<file path="src/hw/rtl/trc_pkg.sv">
// ----------------------------------------------------------------------------
// trc_pkg
// Shared types, constants and helpers of the touch report conditioner.
// ----------------------------------------------------------------------------
package trc_pkg;

  localparam int unsigned ERROR_LIMIT    = 5;
  localparam int unsigned RAW_COORD_BITS = 12;

  localparam int unsigned RAW_W   = 12;
  localparam int unsigned DISP_W  = 10;
  localparam int unsigned PANEL_W = 12;
  localparam int unsigned PROD_W  = RAW_W + DISP_W;
  localparam int unsigned CNT_W   = $clog2(PROD_W);
  localparam int unsigned ERR_W   = 8;
  localparam int unsigned CNTT_W  = 4;
  localparam int unsigned KIND_W  = 2;
  localparam int unsigned APB_AW  = 4;
  localparam int unsigned APB_DW  = 32;

  localparam int unsigned RawKeep = (RAW_COORD_BITS < RAW_W) ? RAW_COORD_BITS : RAW_W;
  localparam logic [RAW_W-1:0] RAW_MASK = {RAW_W{1'b1}} >> (RAW_W - RawKeep);

  localparam logic [ERR_W-1:0] ERR_LIMIT_V = ERR_W'(ERROR_LIMIT);
  localparam logic [ERR_W-1:0] ERR_MAX     = {ERR_W{1'b1}};

  typedef enum logic [KIND_W-1:0] {
    EV_UP   = 2'd0,
    EV_DOWN = 2'd1,
    EV_STOP = 2'd2
  } event_kind_e;

  localparam logic [1:0] REG_DISP_W  = 2'd0;
  localparam logic [1:0] REG_DISP_H  = 2'd1;
  localparam logic [1:0] REG_PANEL_W = 2'd2;
  localparam logic [1:0] REG_PANEL_H = 2'd3;

  localparam logic [DISP_W-1:0]  DISP_W_RST  = DISP_W'(200);
  localparam logic [DISP_W-1:0]  DISP_H_RST  = DISP_W'(228);
  localparam logic [PANEL_W-1:0] PANEL_W_RST = PANEL_W'(390);
  localparam logic [PANEL_W-1:0] PANEL_H_RST = PANEL_W'(450);

  typedef struct packed {
    logic load;
    logic restart;
    logic fail;
    logic lift;
    logic div_start;
    logic sel_y;
    logic save_x;
    logic touch;
    logic emit0;
    logic emit1;
  } cmd_t;

  typedef struct packed {
    logic func;
    logic stopped;
    logic read_ok;
    logic count_zero;
    logic div_done;
    logic ev0_v;
    logic ev1_v;
    logic out_free;
  } sts_t;

  function automatic logic [DISP_W-1:0] clamp_axis(input logic [PROD_W-1:0] q,
                                                   input logic [DISP_W-1:0] disp);
    logic [DISP_W-1:0] bound;
    bound = (disp == '0) ? '0 : disp - DISP_W'(1);
    if (q > PROD_W'(bound)) begin
      return bound;
    end
    return q[DISP_W-1:0];
  endfunction

endpackage

</file>
<file path="src/hw/rtl/trc_div.sv">
// ----------------------------------------------------------------------------
// trc_div
// Restoring divider, one quotient bit per cycle; divide by zero gives all ones.
// ----------------------------------------------------------------------------
module trc_div (
  input  logic                        clk_i,
  input  logic                        rst_ni,
  input  logic                        start_i,
  input  logic [trc_pkg::PROD_W-1:0]  num_i,
  input  logic [trc_pkg::PANEL_W-1:0] den_i,
  output logic                        done_o,
  output logic [trc_pkg::PROD_W-1:0]  quo_o
);
  import trc_pkg::*;

  logic               busy_q, busy_d;
  logic               done_q, done_d;
  logic [CNT_W-1:0]   cnt_q, cnt_d;
  logic [PANEL_W-1:0] rem_q, rem_d;
  logic [PROD_W-1:0]  quo_q, quo_d;
  logic [PANEL_W-1:0] den_q, den_d;
  logic [PANEL_W:0]   shifted;
  logic [PANEL_W:0]   diff;
  logic               ge;

  always_comb begin
    shifted = {rem_q, quo_q[PROD_W-1]};
    diff    = shifted - {1'b0, den_q};
    ge      = shifted >= {1'b0, den_q};
    busy_d  = busy_q;
    done_d  = 1'b0;
    cnt_d   = cnt_q;
    rem_d   = rem_q;
    quo_d   = quo_q;
    den_d   = den_q;
    if (start_i) begin
      busy_d = 1'b1;
      cnt_d  = '0;
      rem_d  = '0;
      quo_d  = num_i;
      den_d  = den_i;
    end else if (busy_q) begin
      rem_d = ge ? diff[PANEL_W-1:0] : shifted[PANEL_W-1:0];
      quo_d = {quo_q[PROD_W-2:0], ge};
      cnt_d = cnt_q + CNT_W'(1);
      if (cnt_q == CNT_W'(PROD_W - 1)) begin
        busy_d = 1'b0;
        done_d = 1'b1;
      end
    end
  end

  always_ff @(posedge clk_i or negedge rst_ni) begin
    if (!rst_ni) begin
      busy_q <= 1'b0;
      done_q <= 1'b0;
      cnt_q  <= '0;
    end else begin
      busy_q <= busy_d;
      done_q <= done_d;
      cnt_q  <= cnt_d;
    end
  end

  always_ff @(posedge clk_i) begin
    rem_q <= rem_d;
    quo_q <= quo_d;
    den_q <= den_d;
  end

  assign done_o = done_q;
  assign quo_o  = quo_q;

endmodule

</file>
<file path="src/hw/rtl/trc_dp.sv">
// ----------------------------------------------------------------------------
// trc_dp
// Datapath: item latch, scaling, touch state, pending events, output register.
// ----------------------------------------------------------------------------
module trc_dp (
  input  logic                        clk_i,
  input  logic                        rst_ni,
  input  trc_pkg::cmd_t               cmd_i,
  output trc_pkg::sts_t               sts_o,
  input  logic                        func_i,
  input  logic                        read_ok_i,
  input  logic [trc_pkg::CNTT_W-1:0]  touch_count_i,
  input  logic [trc_pkg::RAW_W-1:0]   raw_x_i,
  input  logic [trc_pkg::RAW_W-1:0]   raw_y_i,
  input  logic [trc_pkg::DISP_W-1:0]  disp_w_i,
  input  logic [trc_pkg::DISP_W-1:0]  disp_h_i,
  input  logic [trc_pkg::PANEL_W-1:0] panel_w_i,
  input  logic [trc_pkg::PANEL_W-1:0] panel_h_i,
  output logic                        out_valid_o,
  input  logic                        out_ready_i,
  output logic [trc_pkg::KIND_W-1:0]  event_kind_o,
  output logic [trc_pkg::DISP_W-1:0]  pos_x_o,
  output logic [trc_pkg::DISP_W-1:0]  pos_y_o,
  output logic                        last_o
);
  import trc_pkg::*;

  // item latch
  logic              func_q, read_ok_q;
  logic [CNTT_W-1:0] count_q;
  logic [RAW_W-1:0]  raw_x_q, raw_y_q;

  // touch state
  logic              touching_q, touching_d;
  logic [DISP_W-1:0] last_x_q, last_x_d;
  logic [DISP_W-1:0] last_y_q, last_y_d;
  logic [ERR_W-1:0]  err_q, err_d;
  logic              stopped_q, stopped_d;

  // pending events: slot 0 is finger up at last position, slot 1 down or stop
  logic              ev0_v_q, ev0_v_d;
  logic              ev1_v_q, ev1_v_d;
  event_kind_e       ev1_kind_q, ev1_kind_d;
  logic [DISP_W-1:0] ev1_x_q, ev1_x_d;
  logic [DISP_W-1:0] ev1_y_q, ev1_y_d;

  logic [DISP_W-1:0] sx_q;

  logic              out_valid_q, out_valid_d;
  event_kind_e       out_kind_q, out_kind_d;
  logic [DISP_W-1:0] out_x_q, out_x_d;
  logic [DISP_W-1:0] out_y_q, out_y_d;
  logic              out_last_q, out_last_d;

  logic [RAW_W-1:0]   coord;
  logic [DISP_W-1:0]  disp_sel;
  logic [PROD_W-1:0]  num;
  logic [PANEL_W-1:0] den;
  logic               div_done;
  logic [PROD_W-1:0]  quo;
  logic [DISP_W-1:0]  sy;
  logic [ERR_W-1:0]   err_inc;
  logic               moved;
  logic               out_free;

  assign coord    = (cmd_i.sel_y ? raw_y_q : raw_x_q) & RAW_MASK;
  assign disp_sel = cmd_i.sel_y ? disp_h_i : disp_w_i;
  assign num      = PROD_W'(coord) * PROD_W'(disp_sel);
  assign den      = cmd_i.sel_y ? panel_h_i : panel_w_i;

  trc_div u_div (
    .clk_i   (clk_i),
    .rst_ni  (rst_ni),
    .start_i (cmd_i.div_start),
    .num_i   (num),
    .den_i   (den),
    .done_o  (div_done),
    .quo_o   (quo)
  );

  assign sy       = clamp_axis(quo, disp_h_i);
  assign err_inc  = (err_q == ERR_MAX) ? err_q : err_q + ERR_W'(1);
  assign moved    = !touching_q || (sx_q != last_x_q) || (sy != last_y_q);
  assign out_free = !out_valid_q || out_ready_i;

  always_comb begin
    touching_d  = touching_q;
    last_x_d    = last_x_q;
    last_y_d    = last_y_q;
    err_d       = err_q;
    stopped_d   = stopped_q;
    ev0_v_d     = ev0_v_q;
    ev1_v_d     = ev1_v_q;
    ev1_kind_d  = ev1_kind_q;
    ev1_x_d     = ev1_x_q;
    ev1_y_d     = ev1_y_q;
    out_valid_d = out_ready_i ? 1'b0 : out_valid_q;
    out_kind_d  = out_kind_q;
    out_x_d     = out_x_q;
    out_y_d     = out_y_q;
    out_last_d  = out_last_q;

    if (cmd_i.restart) begin
      stopped_d = 1'b0;
    end
    if (cmd_i.fail) begin
      ev0_v_d    = touching_q;
      touching_d = 1'b0;
      err_d      = err_inc;
      ev1_v_d    = 1'b0;
      ev1_kind_d = EV_STOP;
      ev1_x_d    = '0;
      ev1_y_d    = '0;
      if (err_inc >= ERR_LIMIT_V) begin
        stopped_d = 1'b1;
        ev1_v_d   = 1'b1;
      end
    end
    if (cmd_i.lift) begin
      err_d      = '0;
      ev0_v_d    = touching_q;
      touching_d = 1'b0;
      ev1_v_d    = 1'b0;
    end
    if (cmd_i.touch) begin
      err_d      = '0;
      ev0_v_d    = 1'b0;
      ev1_v_d    = moved;
      ev1_kind_d = EV_DOWN;
      ev1_x_d    = sx_q;
      ev1_y_d    = sy;
      if (moved) begin
        touching_d = 1'b1;
        last_x_d   = sx_q;
        last_y_d   = sy;
      end
    end
    if (cmd_i.emit0) begin
      out_valid_d = 1'b1;
      out_kind_d  = EV_UP;
      out_x_d     = last_x_q;
      out_y_d     = last_y_q;
      out_last_d  = !ev1_v_q;
      ev0_v_d     = 1'b0;
    end
    if (cmd_i.emit1) begin
      out_valid_d = 1'b1;
      out_kind_d  = ev1_kind_q;
      out_x_d     = ev1_x_q;
      out_y_d     = ev1_y_q;
      out_last_d  = 1'b1;
      ev1_v_d     = 1'b0;
    end
  end

  always_ff @(posedge clk_i or negedge rst_ni) begin
    if (!rst_ni) begin
      touching_q  <= 1'b0;
      last_x_q    <= '0;
      last_y_q    <= '0;
      err_q       <= '0;
      stopped_q   <= 1'b0;
      ev0_v_q     <= 1'b0;
      ev1_v_q     <= 1'b0;
      out_valid_q <= 1'b0;
    end else begin
      touching_q  <= touching_d;
      last_x_q    <= last_x_d;
      last_y_q    <= last_y_d;
      err_q       <= err_d;
      stopped_q   <= stopped_d;
      ev0_v_q     <= ev0_v_d;
      ev1_v_q     <= ev1_v_d;
      out_valid_q <= out_valid_d;
    end
  end

  always_ff @(posedge clk_i) begin
    if (cmd_i.load) begin
      func_q    <= func_i;
      read_ok_q <= read_ok_i;
      count_q   <= touch_count_i;
      raw_x_q   <= raw_x_i;
      raw_y_q   <= raw_y_i;
    end
    if (cmd_i.save_x) begin
      sx_q <= clamp_axis(quo, disp_w_i);
    end
    ev1_kind_q <= ev1_kind_d;
    ev1_x_q    <= ev1_x_d;
    ev1_y_q    <= ev1_y_d;
    out_kind_q <= out_kind_d;
    out_x_q    <= out_x_d;
    out_y_q    <= out_y_d;
    out_last_q <= out_last_d;
  end

  always_comb begin
    sts_o.func       = func_q;
    sts_o.stopped    = stopped_q;
    sts_o.read_ok    = read_ok_q;
    sts_o.count_zero = (count_q == '0);
    sts_o.div_done   = div_done;
    sts_o.ev0_v      = ev0_v_q;
    sts_o.ev1_v      = ev1_v_q;
    sts_o.out_free   = out_free;
  end

  assign out_valid_o  = out_valid_q;
  assign event_kind_o = out_kind_q;
  assign pos_x_o      = out_x_q;
  assign pos_y_o      = out_y_q;
  assign last_o       = out_last_q;

endmodule

</file>
<file path="src/hw/rtl/trc_ctrl.sv">
// ----------------------------------------------------------------------------
// trc_ctrl
// Sequencer: accepts an item, picks its case, runs both axis divides for a touch, emits.
// ----------------------------------------------------------------------------
module trc_ctrl (
  input  logic          clk_i,
  input  logic          rst_ni,
  input  logic          in_valid_i,
  output logic          in_ready_o,
  input  trc_pkg::sts_t sts_i,
  output trc_pkg::cmd_t cmd_o
);
  import trc_pkg::*;

  typedef enum logic [2:0] {
    ST_IDLE,
    ST_DECIDE,
    ST_DIV_X,
    ST_DIV_Y,
    ST_EMIT
  } state_e;

  state_e state_q, state_d;

  always_comb begin
    state_d    = state_q;
    cmd_o      = '0;
    in_ready_o = 1'b0;
    case (state_q)
      ST_IDLE: begin
        in_ready_o = 1'b1;
        if (in_valid_i) begin
          cmd_o.load = 1'b1;
          state_d    = ST_DECIDE;
        end
      end
      ST_DECIDE: begin
        if (sts_i.func) begin
          cmd_o.restart = 1'b1;
          state_d       = ST_IDLE;
        end else if (sts_i.stopped) begin
          state_d = ST_IDLE;
        end else if (!sts_i.read_ok) begin
          cmd_o.fail = 1'b1;
          state_d    = ST_EMIT;
        end else if (sts_i.count_zero) begin
          cmd_o.lift = 1'b1;
          state_d    = ST_EMIT;
        end else begin
          cmd_o.div_start = 1'b1;
          state_d         = ST_DIV_X;
        end
      end
      ST_DIV_X: begin
        if (sts_i.div_done) begin
          cmd_o.save_x    = 1'b1;
          cmd_o.div_start = 1'b1;
          cmd_o.sel_y     = 1'b1;
          state_d         = ST_DIV_Y;
        end
      end
      ST_DIV_Y: begin
        if (sts_i.div_done) begin
          cmd_o.touch = 1'b1;
          state_d     = ST_EMIT;
        end
      end
      ST_EMIT: begin
        if (sts_i.ev0_v) begin
          cmd_o.emit0 = sts_i.out_free;
        end else if (sts_i.ev1_v) begin
          cmd_o.emit1 = sts_i.out_free;
        end else begin
          state_d = ST_IDLE;
        end
      end
      default: begin
        state_d = ST_IDLE;
      end
    endcase
  end

  always_ff @(posedge clk_i or negedge rst_ni) begin
    if (!rst_ni) begin
      state_q <= ST_IDLE;
    end else begin
      state_q <= state_d;
    end
  end

endmodule

</file>
<file path="src/hw/rtl/touch_report_conditioner_top.sv">
// ----------------------------------------------------------------------------
// touch_report_conditioner_top: finger up/down/stop events from touch polls.
// Touch with a count: the event follows two 22-step divides, one per axis;
// the next item is accepted once that event, if any, has been emitted.
// Failed read or lift: any up or stop event is emitted before the next item.
// Restart or ignored poll: no event; the block returns to idle for the next item.
// Output stalls hold the block in its emit state; one item at a time.
// Async active-low reset: idle, not touching, error count 0, default geometry.
// ----------------------------------------------------------------------------
module touch_report_conditioner_top (
  input  logic                        clk_i,
  input  logic                        rst_ni,
  input  logic                        psel,
  input  logic                        penable,
  input  logic                        pwrite,
  input  logic [trc_pkg::APB_AW-1:0]  paddr,
  input  logic [trc_pkg::APB_DW-1:0]  pwdata,
  output logic [trc_pkg::APB_DW-1:0]  prdata,
  output logic                        pready,
  input  logic                        in_valid_i,
  output logic                        in_ready_o,
  input  logic                        func_i,
  input  logic                        read_ok_i,
  input  logic [trc_pkg::CNTT_W-1:0]  touch_count_i,
  input  logic [trc_pkg::RAW_W-1:0]   raw_x_i,
  input  logic [trc_pkg::RAW_W-1:0]   raw_y_i,
  output logic                        out_valid_o,
  input  logic                        out_ready_i,
  output logic [trc_pkg::KIND_W-1:0]  event_kind_o,
  output logic [trc_pkg::DISP_W-1:0]  pos_x_o,
  output logic [trc_pkg::DISP_W-1:0]  pos_y_o,
  output logic                        last_o
);
  import trc_pkg::*;

  logic [DISP_W-1:0]  disp_w_q, disp_h_q;
  logic [PANEL_W-1:0] panel_w_q, panel_h_q;
  logic [1:0]         reg_idx;
  logic               wr_en;
  cmd_t               cmd;
  sts_t               sts;

  assign pready  = 1'b1;
  assign reg_idx = paddr[3:2];
  assign wr_en   = psel && penable && pwrite && pready;

  always_ff @(posedge clk_i or negedge rst_ni) begin
    if (!rst_ni) begin
      disp_w_q  <= DISP_W_RST;
      disp_h_q  <= DISP_H_RST;
      panel_w_q <= PANEL_W_RST;
      panel_h_q <= PANEL_H_RST;
    end else if (wr_en) begin
      case (reg_idx)
        REG_DISP_W:  disp_w_q  <= pwdata[DISP_W-1:0];
        REG_DISP_H:  disp_h_q  <= pwdata[DISP_W-1:0];
        REG_PANEL_W: panel_w_q <= pwdata[PANEL_W-1:0];
        REG_PANEL_H: panel_h_q <= pwdata[PANEL_W-1:0];
        default: ;
      endcase
    end
  end

  always_comb begin
    case (reg_idx)
      REG_DISP_W:  prdata = APB_DW'(disp_w_q);
      REG_DISP_H:  prdata = APB_DW'(disp_h_q);
      REG_PANEL_W: prdata = APB_DW'(panel_w_q);
      REG_PANEL_H: prdata = APB_DW'(panel_h_q);
      default:     prdata = '0;
    endcase
  end

  trc_ctrl u_ctrl (
    .clk_i      (clk_i),
    .rst_ni     (rst_ni),
    .in_valid_i (in_valid_i),
    .in_ready_o (in_ready_o),
    .sts_i      (sts),
    .cmd_o      (cmd)
  );

  trc_dp u_dp (
    .clk_i         (clk_i),
    .rst_ni        (rst_ni),
    .cmd_i         (cmd),
    .sts_o         (sts),
    .func_i        (func_i),
    .read_ok_i     (read_ok_i),
    .touch_count_i (touch_count_i),
    .raw_x_i       (raw_x_i),
    .raw_y_i       (raw_y_i),
    .disp_w_i      (disp_w_q),
    .disp_h_i      (disp_h_q),
    .panel_w_i     (panel_w_q),
    .panel_h_i     (panel_h_q),
    .out_valid_o   (out_valid_o),
    .out_ready_i   (out_ready_i),
    .event_kind_o  (event_kind_o),
    .pos_x_o       (pos_x_o),
    .pos_y_o       (pos_y_o),
    .last_o        (last_o)
  );

`ifndef SYNTH
  a_stop_at_origin_last: assert property (@(posedge clk_i) disable iff (!rst_ni)
    out_valid_o && (event_kind_o == EV_STOP) |-> (pos_x_o == '0) && (pos_y_o == '0) && last_o)
    else $error("stop event must be last and at origin");

  a_down_is_last: assert property (@(posedge clk_i) disable iff (!rst_ni)
    out_valid_o && (event_kind_o == EV_DOWN) |-> last_o)
    else $error("finger down must be the only result of its item");

  a_down_in_bounds: assert property (@(posedge clk_i) disable iff (!rst_ni)
    out_valid_o && (event_kind_o == EV_DOWN) |->
      ((pos_x_o < disp_w_q) || (pos_x_o == '0)) && ((pos_y_o < disp_h_q) || (pos_y_o == '0)))
    else $error("finger down position outside display");
`endif

endmodule

</file>
<file path="config.mk">
export PLATFORM = sky130hd
export DESIGN_NAME = touch_report_conditioner_top
export DESIGN_NICKNAME = d
export VERILOG_FILES = /design/src/hw/rtl/trc_pkg.sv /design/src/hw/rtl/trc_div.sv /design/src/hw/rtl/trc_dp.sv /design/src/hw/rtl/trc_ctrl.sv /design/src/hw/rtl/touch_report_conditioner_top.sv
export SDC_FILE = /design/constraint.sdc
export NUM_CORES = 1
export LEC_CHECK = 0
export ABC_AREA = 0
export BUFFER_PORTS_ARGS = -buffer_cell sky130_fd_sc_hd__buf_4
export CORE_ASPECT_RATIO = 0.5
export CORE_MARGIN = 2
export CORE_UTILIZATION = 35
export CTS_CLUSTER_DIAMETER = 100
export DETAILED_ROUTE_END_ITERATION = 7
export PLACE_DENSITY_LB_ADDON = 0.25
export SKIP_LAST_GASP = 1
export SLEW_MARGIN = 20
export SYNTH_ARGS = -nofsm -noshare
export SYNTH_HDL_FRONTEND = slang
export SYNTH_SLANG_ARGS = --single-unit
</file>
<file path="constraint.sdc">
create_clock -name clk_i -period 16.15 [get_ports clk_i]
set_input_delay 0.8075 -clock clk_i [delete_from_list [all_inputs] [get_ports clk_i]]
set_output_delay 0.8075 -clock clk_i [all_outputs]
set_load 0.01 [all_outputs]
</file>
* Word level (Yosys, flattened, before mapping) *
Cells that the tools add are included.

storage, ports and cells
  register bits after elaboration = 218
  input port bits = 73
  output and inout port bits = 58
  logic and storage cells = 170

cells by class
  $add $sub $neg = 5
  multipliers = 1
  magnitude comparators = 4
  equality and inequality tests = 16
  muxes and demuxes = 86
  reduce and logical (&&, ||, !) cells = 26

operator list
  cell                                                                    number
  10-bit 2-to-1 mux                                                       14
  32-bit one-hot mux with 4 select lines                                  1
  22-bit by 10-bit > comparator with 1-bit output                         2
  22-bit 2-to-1 mux                                                       2
  1-bit 2-to-1 mux                                                        40
  3-bit 2-to-1 mux                                                        13
  12-bit 2-to-1 mux                                                       3
  8-bit 2-to-1 mux                                                        4
  12-bit by 10-bit multiplier with 22-bit output                          1
  10-bit zero test                                                        2
  10-bit != test                                                          2
  10-bit by 1-bit subtractor with 10-bit output (second input constant)   2
  3-bit one-hot mux with 5 select lines                                   1
  13-bit by 12-bit >= comparator with 1-bit output                        1
  12-bit subtractor                                                       1
  2-bit 2-to-1 mux                                                        5
  5-bit 2-to-1 mux                                                        2
  2-bit AND reduction                                                     5
  8-bit by 1-bit adder with 8-bit output (second input constant)          1
  8-bit == test (second input constant)                                   1
  8-bit by 3-bit >= comparator with 1-bit output (second input constant)  1
  4-bit nonzero test                                                      2
  3-bit by 2-bit == test with 1-bit output (second input constant)        2
  2-bit != test (second input constant)                                   3
  other kinds (17)                                                        27

* Longest topological paths before layout *
Gate-level depths: netlist (run 1).

  depth in word-level cells = 10
  mapped depth = 27
  gate-level depth less buffers = 26

* Hierarchy *
From an unflattened synthesis (run 1), not the netlist that was laid out.

unflattened totals
  cells, all modules = 1416
  area total of the unflattened synthesis = 15568.7 um^2

by module, submodules not included
  module                        times used  cells each  area each (um^2)  sequential area each (um^2)
  trc_dp                        1           999         10249.8           3348.2
  trc_div                       1           248         2796.4            1436.4
  touch_report_conditioner_top  1           137         2252.2            1119.8
  trc_ctrl                      1           32          270.3             75.1

* Least setup slack after synthesis (run 1) *
No wires, ideal clock.

  path type = flip-flop to flip-flop
  start = reg u_ctrl.state_q[2]
  end = reg u_dp.u_div.quo_q[20], in the netlist u_dp.u_div.quo_o[20], data pin
  library setup time = 290 ps
  data arrival time = 6677 ps
  data required time = 15860 ps
  setup slack = 9183 ps
  cell stages (with the launch flop) = 25
  buffers on the path = 2
  period minus slack after synthesis = 6967 ps
  path through = dfrtp_1 nor2b_1 nand2_1 nor2_1 buf_1 buf_1 mux2i_1 nor2_1 fa_1 fa_1 fa_1 fa_1 inv_1 fa_1 inv_1 ha_1 a211oi_1 nand2b_1 o211ai_1 a21oi_1 a41oi_1 a211oi_1 o41ai_1 xor2_1 a21oi_1

on the way
  cells in the longest elaborated chain, start to end = 5
  elaborated cells on any way between the ends = 8
  those cells by class = mul: 1; eq/ne: 2; mux: 5

RTL lines
  item                                                    line                        text
  from (decl)                                             trc_ctrl.sv:23              state_e state_q, state_d;
  from (signal assigned)                                  trc_ctrl.sv:87              state_q <= state_d;
  3-bit by 2-bit == test with 1-bit output                trc_ctrl.sv:29              case (state_q)
  2-bit 2-to-1 mux                                        trc_ctrl.sv:29
  12-bit 2-to-1 mux or 10-bit 2-to-1 mux (tied branches)  trc_dp.sv:66, trc_dp.sv:67
  12-bit by 10-bit multiplier with 22-bit output          trc_dp.sv:68                assign num = PROD_W'(coord) * PROD_W'(disp_sel);
  22-bit 2-to-1 mux (*)                                   trc_div.sv:36               if (start_i) begin
  net u_dp.u_div.quo_d[20]                                trc_div.sv:20               logic [PROD_W-1:0] quo_q, quo_d;
  to (signal assigned)                                    trc_div.sv:67               quo_q <= quo_d;
  to (decl)                                               trc_div.sv:20

The timed path passes the listed nets; every way through them passes the cells marked *.
A chain may end at the register's enable or synchronous reset.

* Worst setup path in the final report (run 1) *
  start = reg u_ctrl.state_q[1]
  end = reg u_dp.u_div.quo_q[20], in the netlist u_dp.u_div.quo_o[20], data pin

Same word-level chain as after synthesis.

==> run_results.csv, run 1 <==
group,metric,value,unit
cts,h-tree-depth,1,
detailed_routing,ant_nets,0,
logic_synthesis,synth-edff-count,116,
cts,clock_latency,0.55,ns
pwr,power.leakage,0.00742,µW
sta,tightest_slew,1.02,ns
sta,finalCritPeriodShare,0.494,
sta,rsz0062_at_grt,"false",
cts,post_cts_resized,0,
run_status,status,"complete, no violations",
sta,tns,0,ns
logic_synthesis,avgSynthCellArea,10.5,µm²
grt,grt_usage,0.160,
detailed_routing,vias,10577,
finish,fillCellCount,4159,
sta,finalCriticalPeriod,7.98,ns
finish,syn_to_final_growth,13.1,%
logic_synthesis,syn_inst,1447,
logic_synthesis,ys_ff_latch,218,
detailed_routing,via_per_inst,4.99,
cts,cts_sinks,218,
cts,post_cts_buffers,0,
logic_synthesis,syn_area,15200,µm²
logic_synthesis,synth_top_area_cell,"edfxtp_1",
sta,setup_viol,0,
logic_synthesis,ys_types,68,
cts,cts_made_buffers,24,
logic_synthesis,synthArstFlopShare,0.399,
sta,clock_skew,0.0147,ns
worst_hold_path,hold_path.class,"primary input to async pin",
placed_design,io_buffers,87,
finish,layout_commonest_cell,"nor2_1",
critical_path,required,16.43,ns
grt,antenna_found_initial,0,
detailed_routing,drcViolationCount,0,
floorplanning,start_util,0.359,
pwr,powerDensity,222,nW/µm²
sta,slew_headroom,0.303,
detailed_routing,drt-initial-drc-count,597,
floorplanning,boundaryPins,131,
critical_path,crit_path_start_kind,"register",
grt,grt_pass1_vias,10306,
floorplanning,fp.coreArea,42400,µm²
finish,post_route_cells_drive_above_1_share,0.190,
logic_synthesis,seq_area_frac_synth,0.392,
cts,cts_tree,"done",
placed_design,pre_cts_ws,8.20,ns
logic_synthesis,synth_ff_type,"edfxtp_1",
floorplanning,fp-row-count,53,
cts,cts_hold_buf,0,
cts,clock_path_buffers,3,
critical_path,crit_path_max_fanout,30,
detailed_routing,drt_first_pass_iters,5,
critical_path,endpoint_kind,"register",
grt,grt_first_pass_wirelength,57.1,mm
grt,overflow,0,
detailed_routing,wl_per_cell,16.9,µm
floorplanning,die_y,152,µm
sta,drv_slew,0,
logic_synthesis,synth_area_leaders,"edfxtp_1 (23%), dfrtp_1 (12%), fa_1 (10%)",
finish,mostFrequentLayoutCells,"nor2_1 (146), inv_1 (129), edfxtp_1 (116)",
logic_synthesis,yosys_warnings,0,
sta,finalHoldViolCount,0,
floorplanning,die_x,299,µm
detailed_routing,drt_wl_total,35.8,mm
finish,final_net_count,1769,
grt,grt_max_degree,68,
placed_design,gp_congestion,0.869,
cts,clkTransAtPathRegs,0.07,ns
cts,root_buffer,"clkbuf_16",
run,drv_cap,0,
finish,fin_util,0.406,
finish,diodes,0,
placed_design,dp_hpwl,26.8,mm
sta,fmax,125,MHz
floorplanning,die-area,45300,µm²
logic_synthesis,synth_top_area_frac,0.229,
critical_path,cp.arrival,8.26,ns
sta,finalWorstSetupSlack,8.17,ns
critical_path,critical_path_class,"register to register",
pwr,ir_drop,0.250,mV
## area by class of cell
type                    instances  area, µm²  share of cell area
multi-input cells            1043       8490               0.493
flip-flops and latches        218       5980               0.347
repair buffers                106        796              0.0462
well taps                     577        722              0.0419
clock buffers                  34        669              0.0388
inverters                     130        488              0.0283
clock inverters                10       88.8             0.00515
## through the flow
stage,hold slack (ns),instance area [µm²],total power (µW),std cells
after floorplan,0.432,15300,2750,1466
after global placement,0.445,16500,3290,2074
after detailed placement,0.450,16500,3300,2074
after CTS,0.126,17200,3870,2118
after global routing,0.147,17200,4250,2118
final,0.145,17200,3830,2118
## flip-flops by register name (all words and copies together), names as in the netlist, 5 cells and up
name / cells
disp_h_q: 10
disp_w_q: 10
panel_h_q: 12
panel_w_q: 12
u_dp.err_q: 8
u_dp.ev1_x_q: 10
u_dp.ev1_y_q: 10
u_dp.last_x_q: 10
u_dp.last_y_q: 10
u_dp.pos_x_o: 10
u_dp.pos_y_o: 10
u_dp.raw_x_q: 12
u_dp.raw_y_q: 12
u_dp.sx_q: 10
u_dp.u_div.cnt_q: 5
u_dp.u_div.den_q: 12
u_dp.u_div.quo_o: 22
u_dp.u_div.rem_q: 12
## kinds of logic after synthesis
logic type	count (synthesis)	share of synthesized area
simple gates	413	0.130
other cells	2	0.000493
flops	218	0.392
fa+ha+maj	173	0.181
xor+xnor	58	0.0333
buf+inv	205	0.0568
mux	144	0.113
compound gates	234	0.0931
## per-layer routing
layer / part of all wire / up-vias / track usage
met4: 0.015 / 0 / 0.0303
met3: 0.044 / 38 / 0.0250
li1: - / 5171 / -
met5: 0 / - / 0
met1: 0.48 / 5158 / 0.227
met2: 0.46 / 210 / 0.261
## worst paths after layout
kind	endpoint	slack, ns	cells past startpoint	start
max	u_dp.u_div.quo_o[20]	8.17	26	u_ctrl.state_q[1]
min	u_dp.last_y_q[8]	0.14	1	rst_ni
max reg2reg	u_dp.u_div.quo_o[20]	8.17	26	u_ctrl.state_q[1]
min reg2reg	u_dp.ev1_kind_q[1]	0.46	2	u_dp.ev1_kind_q[1]
max in group asynchronous	panel_w_q[0]	14.81	2	rst_ni
min in group clk_i	u_dp.read_ok_q	0.43	1	read_ok_i
## where the power goes
| group | internal, µW | leakage, µW | switching [µW] | total (µW) |
|---|---|---|---|---|
| Sequential | 769 | 0.00231 | 138 | 907 |
| Combinational | 1040 | 0.00474 | 1340 | 2380 |
| Clock | 306 | 0.000374 | 234 | 541 |
| Total | 2110 | 0.00742 | 1710 | 3830 |
## cells in the mapped netlist (all sizes together), types with 10 or more instances
cell    number
nor2       149
inv        129
edfxtp     116
mux2        99
nand2       98
ha          94
fa          79
a21oi       74
o21ai       73
dfrtp       72
xnor2       41
clkbuf      39
buf         36
mux2i       35
nor3        30
nand3       19
o31ai       18
xor2        17
nand2b      16
nand4       16
dfstp       15
dfxtp       15
or2         15
nor2b       14
a21o        13
and2        13
a211oi      10
a31oi       10
mux4        10
nor4        10
## worst max-delay path, cell delays in order, from the launching register on
cell and delay (ns):
dfrtp_1 0.43, nor2b_1 0.33, nand2_1 0.15, nor2_4 0.09
buf_4 0.41, buf_4 0.50, mux2i_1 0.17, buf_4 0.23
or2_2 0.32, fa_1 0.49, fa_1 0.54, inv_1 0.06
fa_1 0.50, fa_1 0.54, inv_1 0.05, fa_1 0.53
inv_1 0.05, ha_1 0.33, a211oi_1 0.39, nand2b_1 0.10
o211ai_1 0.25, a21oi_1 0.14, a41oi_1 0.29, a211oi_1 0.14
o41ai_1 0.31, xor2_1 0.24, a21oi_1 0.09
Note: power is estimated with default switching activity, not from simulation.
==> run 2: changes to the inputs <==
--- a/config.mk
+++ b/config.mk
@@ -5,7 +5,7 @@
 export SDC_FILE = /design/constraint.sdc
 export NUM_CORES = 1
 export LEC_CHECK = 0
-export ABC_AREA = 0
+export ABC_AREA = 1
 export BUFFER_PORTS_ARGS = -buffer_cell sky130_fd_sc_hd__buf_4
 export CORE_ASPECT_RATIO = 0.5
 export CORE_MARGIN = 2
==> constraint.sdc (replaced) <==
create_clock -name clk_i -period 8.18 [get_ports clk_i]
set_input_delay 0.409 -clock clk_i [delete_from_list [all_inputs] [get_ports clk_i]]
set_output_delay 0.409 -clock clk_i [all_outputs]
set_load 0.01 [all_outputs]
==> run 2 against run 1 <==
  * Sequential power increased by 92%
  * Synthesized cell count increased by 25%
  * Routed wire length increased by 8.8%
  * Hold slack got worse by 0.11 ns
  * Area after synthesis decreased by 0.76%
  * Clock power increased by 92%
  * Power increased by 66%
  * Via count increased by 12%
  * Clock skew increased by 0.016 ns
  * Sequential share of layout area increased by 0.22 points
  * Setup slack got worse by 7.4 ns
  * Critical path type unchanged
==> run_results.csv, run 2 <==
group,metric,value,unit
logic_synthesis,ys_ff_latch,218,
logic_synthesis,synth_area_leaders,"edfxtp_1 (23%), dfrtp_1 (12%), nand2_1 (12%)",
cts,post_cts_resized,0,
logic_synthesis,synth_top_family_by_area,"simple AND/OR/NAND/NOR gates",
sta,fmax,136,MHz
logic_synthesis,synth-edff-count,116,
floorplanning,boundaryPins,131,
grt,grt_usage,0.175,
finish,final_net_count,2146,
worst_hold_path,hold_path.class,"primary input to register",
placed_design,gp_congestion,0.885,
logic_synthesis,syn_area,15100,µm²
pwr,power.leakage,0.00823,µW
sta,clock_skew,0.0307,ns
placed_design,dp_hpwl,29.7,mm
logic_synthesis,syn_inst,1815,
cts,cts_tree,"done",
floorplanning,die_x,298,µm
sta,tns,0,ns
pwr,ir_drop,0.247,mV
grt,overflow,0,
sta,holdWs,0.0326,ns
finish,syn_to_final_growth,13.3,%
critical_path,path_delay_family,"adder cells",
grt,grt_first_pass_wirelength,62.3,mm
critical_path,cp.arrival,7.68,ns
critical_path,endpoint_kind,"register",
finish,post_route_cells_drive_above_1_share,0.0981,
detailed_routing,ant_nets,0,
critical_path,required,8.49,ns
floorplanning,start_util,0.357,
logic_synthesis,synth_xor_xnor_area_share,0.0214,
detailed_routing,drcViolationCount,0,
finish,layout_commonest_cell,"nand2_1",
logic_synthesis,synth_most_common_cell,"nand2_1",
floorplanning,fp-row-count,53,
logic_synthesis,synth_top_area_frac,0.230,
placed_design,io_buffers,87,
cts,clock_latency,0.55,ns
detailed_routing,wl_per_cell,15.6,µm
logic_synthesis,ys_types,55,
run,drv_cap,0,
logic_synthesis,seq_area_frac_synth,0.395,
cts,cts_sinks,218,
cts,h-tree-depth,1,
sta,setup_viol,0,
logic_synthesis,synthArstFlopShare,0.399,
sta,finalHoldViolCount,0,
logic_synthesis,synth_mux_area_frac,0,
cts,clock_path_buffers,3,
grt,antenna_found_initial,0,
critical_path,cpMostUsedCell,"fa_1",
detailed_routing,vias,11859,
detailed_routing,drt_wl_total,38.9,mm
critical_path,critical_path_class,"register to register",
grt,grt_pass1_vias,11128,
logic_synthesis,synth_compound_area_frac,0.0995,
critical_path,slowest_stage,"o21ai_0",
critical_path,cpPeakStageDelay,0.80,ns
finish,largest_register_ff_count,22,
logic_synthesis,synth_fa_ha_area_frac,0.182,
sta,slew_headroom,0.316,
sta,drv_slew,0,
cts,clkTransAtPathRegs,0.06,ns
finish,mostFrequentLayoutCells,"nand2_1 (465), inv_1 (267), nor2_1 (159), o21ai_0 (159), edfxtp_1 (116)",
run_status,status,"complete, no violations",
floorplanning,die_y,151,µm
logic_synthesis,synth_top_area_cell,"edfxtp_1",
detailed_routing,drt-initial-drc-count,929,
critical_path,crit_path_max_fanout,18,
cts,cts_made_buffers,23,
logic_synthesis,yosys_warnings,0,
finish,diodes,0,
floorplanning,fp.coreArea,42300,µm²
sta,finalCriticalPeriod,7.38,ns
detailed_routing,via_per_inst,4.76,
detailed_routing,drt_first_pass_iters,5,
sta,tightest_slew,1.02,ns
pwr,powerDensity,371,nW/µm²
logic_synthesis,synth_common_cells,"nand2_1 (466), inv_1 (267), nor2_1 (160)",
cts,root_buffer,"clkbuf_16",
critical_path,cp.buffers_inverters,6,
logic_synthesis,synthSimpleGateAreaFrac,0.207,
logic_synthesis,avgSynthCellArea,8.33,µm²
logic_synthesis,synth_ff_type,"edfxtp_1",
sta,finalCritPeriodShare,0.902,
floorplanning,die-area,45000,µm²
sta,rsz0062_at_grt,"false",
grt,grt_max_degree,59,
critical_path,crit_path_start_kind,"register",
run 2: changes by cell type after synthesis, sizes merged, moves of 14 or more:
cell    previous run  this run
o31ai             18         2
nor2b             14         0
nand3             19        78
nor2             149       165
inv              129       276
o21ai             73       166
xnor2             41         9
mux2              99         0
mux2i             35         0
nand2             98       469
nand2b            16         0
run 2: layer usage:
layer | wire length, µm | share of wire | global-route usage
met4 | 517 | 0.013 | 0.0266
met1 | 19600 | 0.51 | 0.266
met5 | 0 | 0 | 0
met2 | 16600 | 0.43 | 0.268
met3 | 2110 | 0.054 | 0.0260
run 2: cell families (layout without fill, tap and decap cells):
group           Yosys count  count (layout)
simple gates            764             764
xor+xnor                 37              37
flops                   218             218
fa+ha+maj               173             173
compound gates          274             274
other cells               2              21
buf+inv                 347             430
run 2: metrics by stage:
stage	utilization	worst slack (ns)	total power (µW)	instances	instance area, µm²
finish	0.405	0.801	6350	2494	17100
global route	0.405	0.213	7040	2494	17100
CTS	0.405	0.749	6390	2494	17100
detailed placement	0.387	0.781	5300	2451	16400
global placement	0.387	0.835	5270	2451	16400
floorplan	-	1.89	4360	1834	15200
run 2: final timing paths:
check | start | endpoint | slack [ns] | cells after the start
hold reg to reg | u_dp.ev1_kind_q[1] | u_dp.ev1_kind_q[1] | 0.46 | 2
min in group asynchronous | rst_ni | panel_h_q[10] | 0.45 | 2
setup / recovery | u_ctrl.state_q[0] | u_dp.u_div.quo_o[19] | 0.80 | 25
hold / removal | touch_count_i[0] | u_dp.count_q[0] | 0.03 | 1
setup reg to reg | u_ctrl.state_q[0] | u_dp.u_div.quo_o[19] | 0.80 | 25
max in group asynchronous | rst_ni | u_dp.last_x_q[4] | 6.72 | 3
run 2: what timing repair did:
action / 4_1_cts / 5_1_grt
hold endpoints to repair: 29 / 0
hold buffers: 1 / 0
setup buffers: 0 / 0
run 2: cell type report:
class,count,area [µm²]
flip-flops and latches,218,5980
multi-input cells,1269,7830
fillers,4342,25200
inverters,283,1060
clock buffers,32,651
well taps,577,722
repair buffers,105,791
clock inverters,10,96.3
run 2: power breakdown:
group | switching (µW) | internal [µW]
Clock | 449 | 594
Sequential | 235 | 1510
Combinational | 2230 | 1330
Total | 2910 | 3440
==> run 3: changes to the inputs <==
==> constraint.sdc (replaced) <==
create_clock -name clk_i -period 7.1 [get_ports clk_i]
set_input_delay 0.355 -clock clk_i [delete_from_list [all_inputs] [get_ports clk_i]]
set_output_delay 0.355 -clock clk_i [all_outputs]
set_load 0.01 [all_outputs]
==> run 3 against run 2 <==
  * Setup slack worse by 0.24 ns
  * Largest power group unchanged
  * Hold slack better by 0.063 ns
  * Clock skew shrank 0.0070 ns
  * Global-route usage increased by 0.39 points
  * Non-clock buffer count grew 44
  * Register-to-register slack worse by 0.24 ns
  * Via count increased by 1.6%
  * Combinational power up 17%
  * Final cell count grew 1.9%
  * Sequential power increased by 16%
  * Core utilization increased by 1.1 points
==> run_results.csv, run 3 (synthesized netlist as in run 2, its figures left out) <==
group,metric,value,unit
sta,finalCritPeriodShare,0.921,
cts,root_buffer,"clkbuf_16",
sta,rsz0062_at_grt,"false",
floorplanning,die_y,151,µm
critical_path,crit_path_start,"u_ctrl.state_q[0]",
grt,grt_pass1_vias,11483,
sta,slew_headroom,0.305,
critical_path,rr_worst_depth,33,
detailed_routing,wl_per_cell,15.7,µm
cts,h-tree-depth,1,
finish,final_net_count,2191,
cts,clock_latency,0.55,ns
floorplanning,start_util,0.357,
critical_path,r2r_end,"u_dp.u_div.quo_o[19]",
critical_path,path_delay_family,"adder cells",
sta,finalCriticalPeriod,6.54,ns
detailed_routing,drt_wl_total,40.0,mm
finish,fin_util,0.416,
critical_path,crit_path_start_kind,"register",
finish,layout_commonest_cell,"nand2_1",
finish,post_route_cells_drive_above_1_share,0.104,
sta,tns,0,ns
placed_design,dp_hpwl,30.1,mm
critical_path,worst-r2r-setup-slack,0.56,ns
cts,clkTransAtPathRegs,0.06,ns
critical_path,cp.arrival,6.85,ns
floorplanning,boundaryPins,131,
critical_path,cp.depth,33,
detailed_routing,drcViolationCount,0,
finish,mostFrequentLayoutCells,"nand2_1 (465), inv_1 (267), nor2_1 (159)",
sta,drv_slew,0,
detailed_routing,via_per_inst,4.74,
critical_path,cpPeakStageDelay,0.55,ns
finish,largest_register_ff_count,22,
grt,grt_usage,0.179,
sta,tightest_slew,1.04,ns
run_status,status,"complete, no violations",
critical_path,endpoint_kind,"register",
cts,clock_path_buffers,3,
detailed_routing,ant_nets,0,
grt,grt_first_pass_wirelength,63.6,mm
placed_design,gp_congestion,0.876,
critical_path,cpMostUsedCell,"nand2_1",
cts,cts_tree,"done",
critical_path,critPathCapture,"u_dp.u_div.quo_o[19]",
sta,fmax,153,MHz
worst_hold_path,hold_path.class,"primary input to register",
detailed_routing,drt-initial-drc-count,1006,
critical_path,slowest_stage,"fa_1",
pwr,ir_drop,0.241,mV
cts,cts_made_buffers,24,
critical_path,critical_path_class,"register to register",
placed_design,io_buffers,87,
floorplanning,fp.coreArea,42300,µm²
sta,setup_viol,0,
finish,syn_to_final_growth,16.3,%
detailed_routing,vias,12044,
pwr,power.leakage,0.00844,µW
detailed_routing,drt_first_pass_iters,5,
grt,grt_max_degree,59,
run,drv_cap,0,
sta,finalHoldViolCount,0,
critical_path,required,7.40,ns
grt,overflow,0,
grt,antenna_found_initial,1,
floorplanning,die_x,298,µm
sta,clock_skew,0.0237,ns
floorplanning,die-area,45000,µm²
pwr,powerDensity,424,nW/µm²
critical_path,crit_path_max_fanout,40,
floorplanning,fp-row-count,53,
critical_path,cp.buffers_inverters,10,
cts,cts_sinks,218,
critical_path,regToRegStartpoint,"u_ctrl.state_q[0]",
run 3: cell types whose count changed in the layout (fill, tap and decap cells not counted), moves of 2 or more:
cell	delta
buf_4	+12
clkbuf_1	-2
dlygate4sd3_1	+31
clkbuf_8	+2
clkinv_8	+2
o21ai_0	-5
o21ai_1	+5
run 3: timing repair:
| item | in CTS | in global routing |
|---|---|---|
| endpoints found under the setup margin | 0 | 3 |
| gates resized for setup | 0 | 5 |
| buffers inserted | 0 | 0 |
| hold buffers | 32 | 0 |
| hold endpoints to repair | 60 | 0 |
run 3: report_power, final:
group	switching, µW	total, µW	internal [µW]
sequential	271	2010	1740
clock	560	1270	709
combinational	2590	4170	1580
total	3420	7450	4030
run 3: how the worst min path moves through the flow:
stage                     slack (ns)  cells after the start             to  startpoint
after floorplan                 0.06                      0    disp_h_q[0]      rst_ni
after global placement          0.43                      1    disp_h_q[9]      rst_ni
after detailed placement        0.42                      1    disp_h_q[1]      rst_ni
after CTS                       0.07                      3  panel_w_q[10]  pwdata[10]
after global routing            0.09                      3  panel_w_q[10]  pwdata[10]
final                            0.1                      3  panel_w_q[10]  pwdata[10]
run 3: metrics by stage:
step,power [µW],std cells,setup slack (ns),hold WS [ns],cell area [µm²]
after floorplan,5020,1834,0.807,0.0594,15200
after global placement,6130,2464,0.553,0.431,16500
after detailed placement,6150,2464,0.421,0.422,16500
after CTS,7480,2540,0.382,0.0652,17600
after global routing,8250,2540,0.0301,0.0918,17600
final,7450,2541,0.558,0.0954,17600
run 3: layout make-up:
type | count | area, µm²
tap | 577 | 722
antenna | 1 | 2.50
inverter | 283 | 1060
multi-input combinational | 1269 | 7830
clock inverter | 12 | 119
fill | 4356 | 24700
sequential | 218 | 5980
timing repair buffer | 149 | 1210
clock buffer | 32 | 671
run 3: metal layers:
metal,part of all wire,track usage,wire (µm),vias up
met1,0.50,0.264,20100,5652
met4,0.019,0.0405,749,0
met5,0,0,0,-
met2,0.43,0.274,17000,268
li1,-,-,-,6081
met3,0.051,0.0314,2040,43
run 3: worst min-delay path, cell delays in order:
cell and delay [ns]:
buf_4 0.11, inv_1 0.06, o21ai_0 0.08
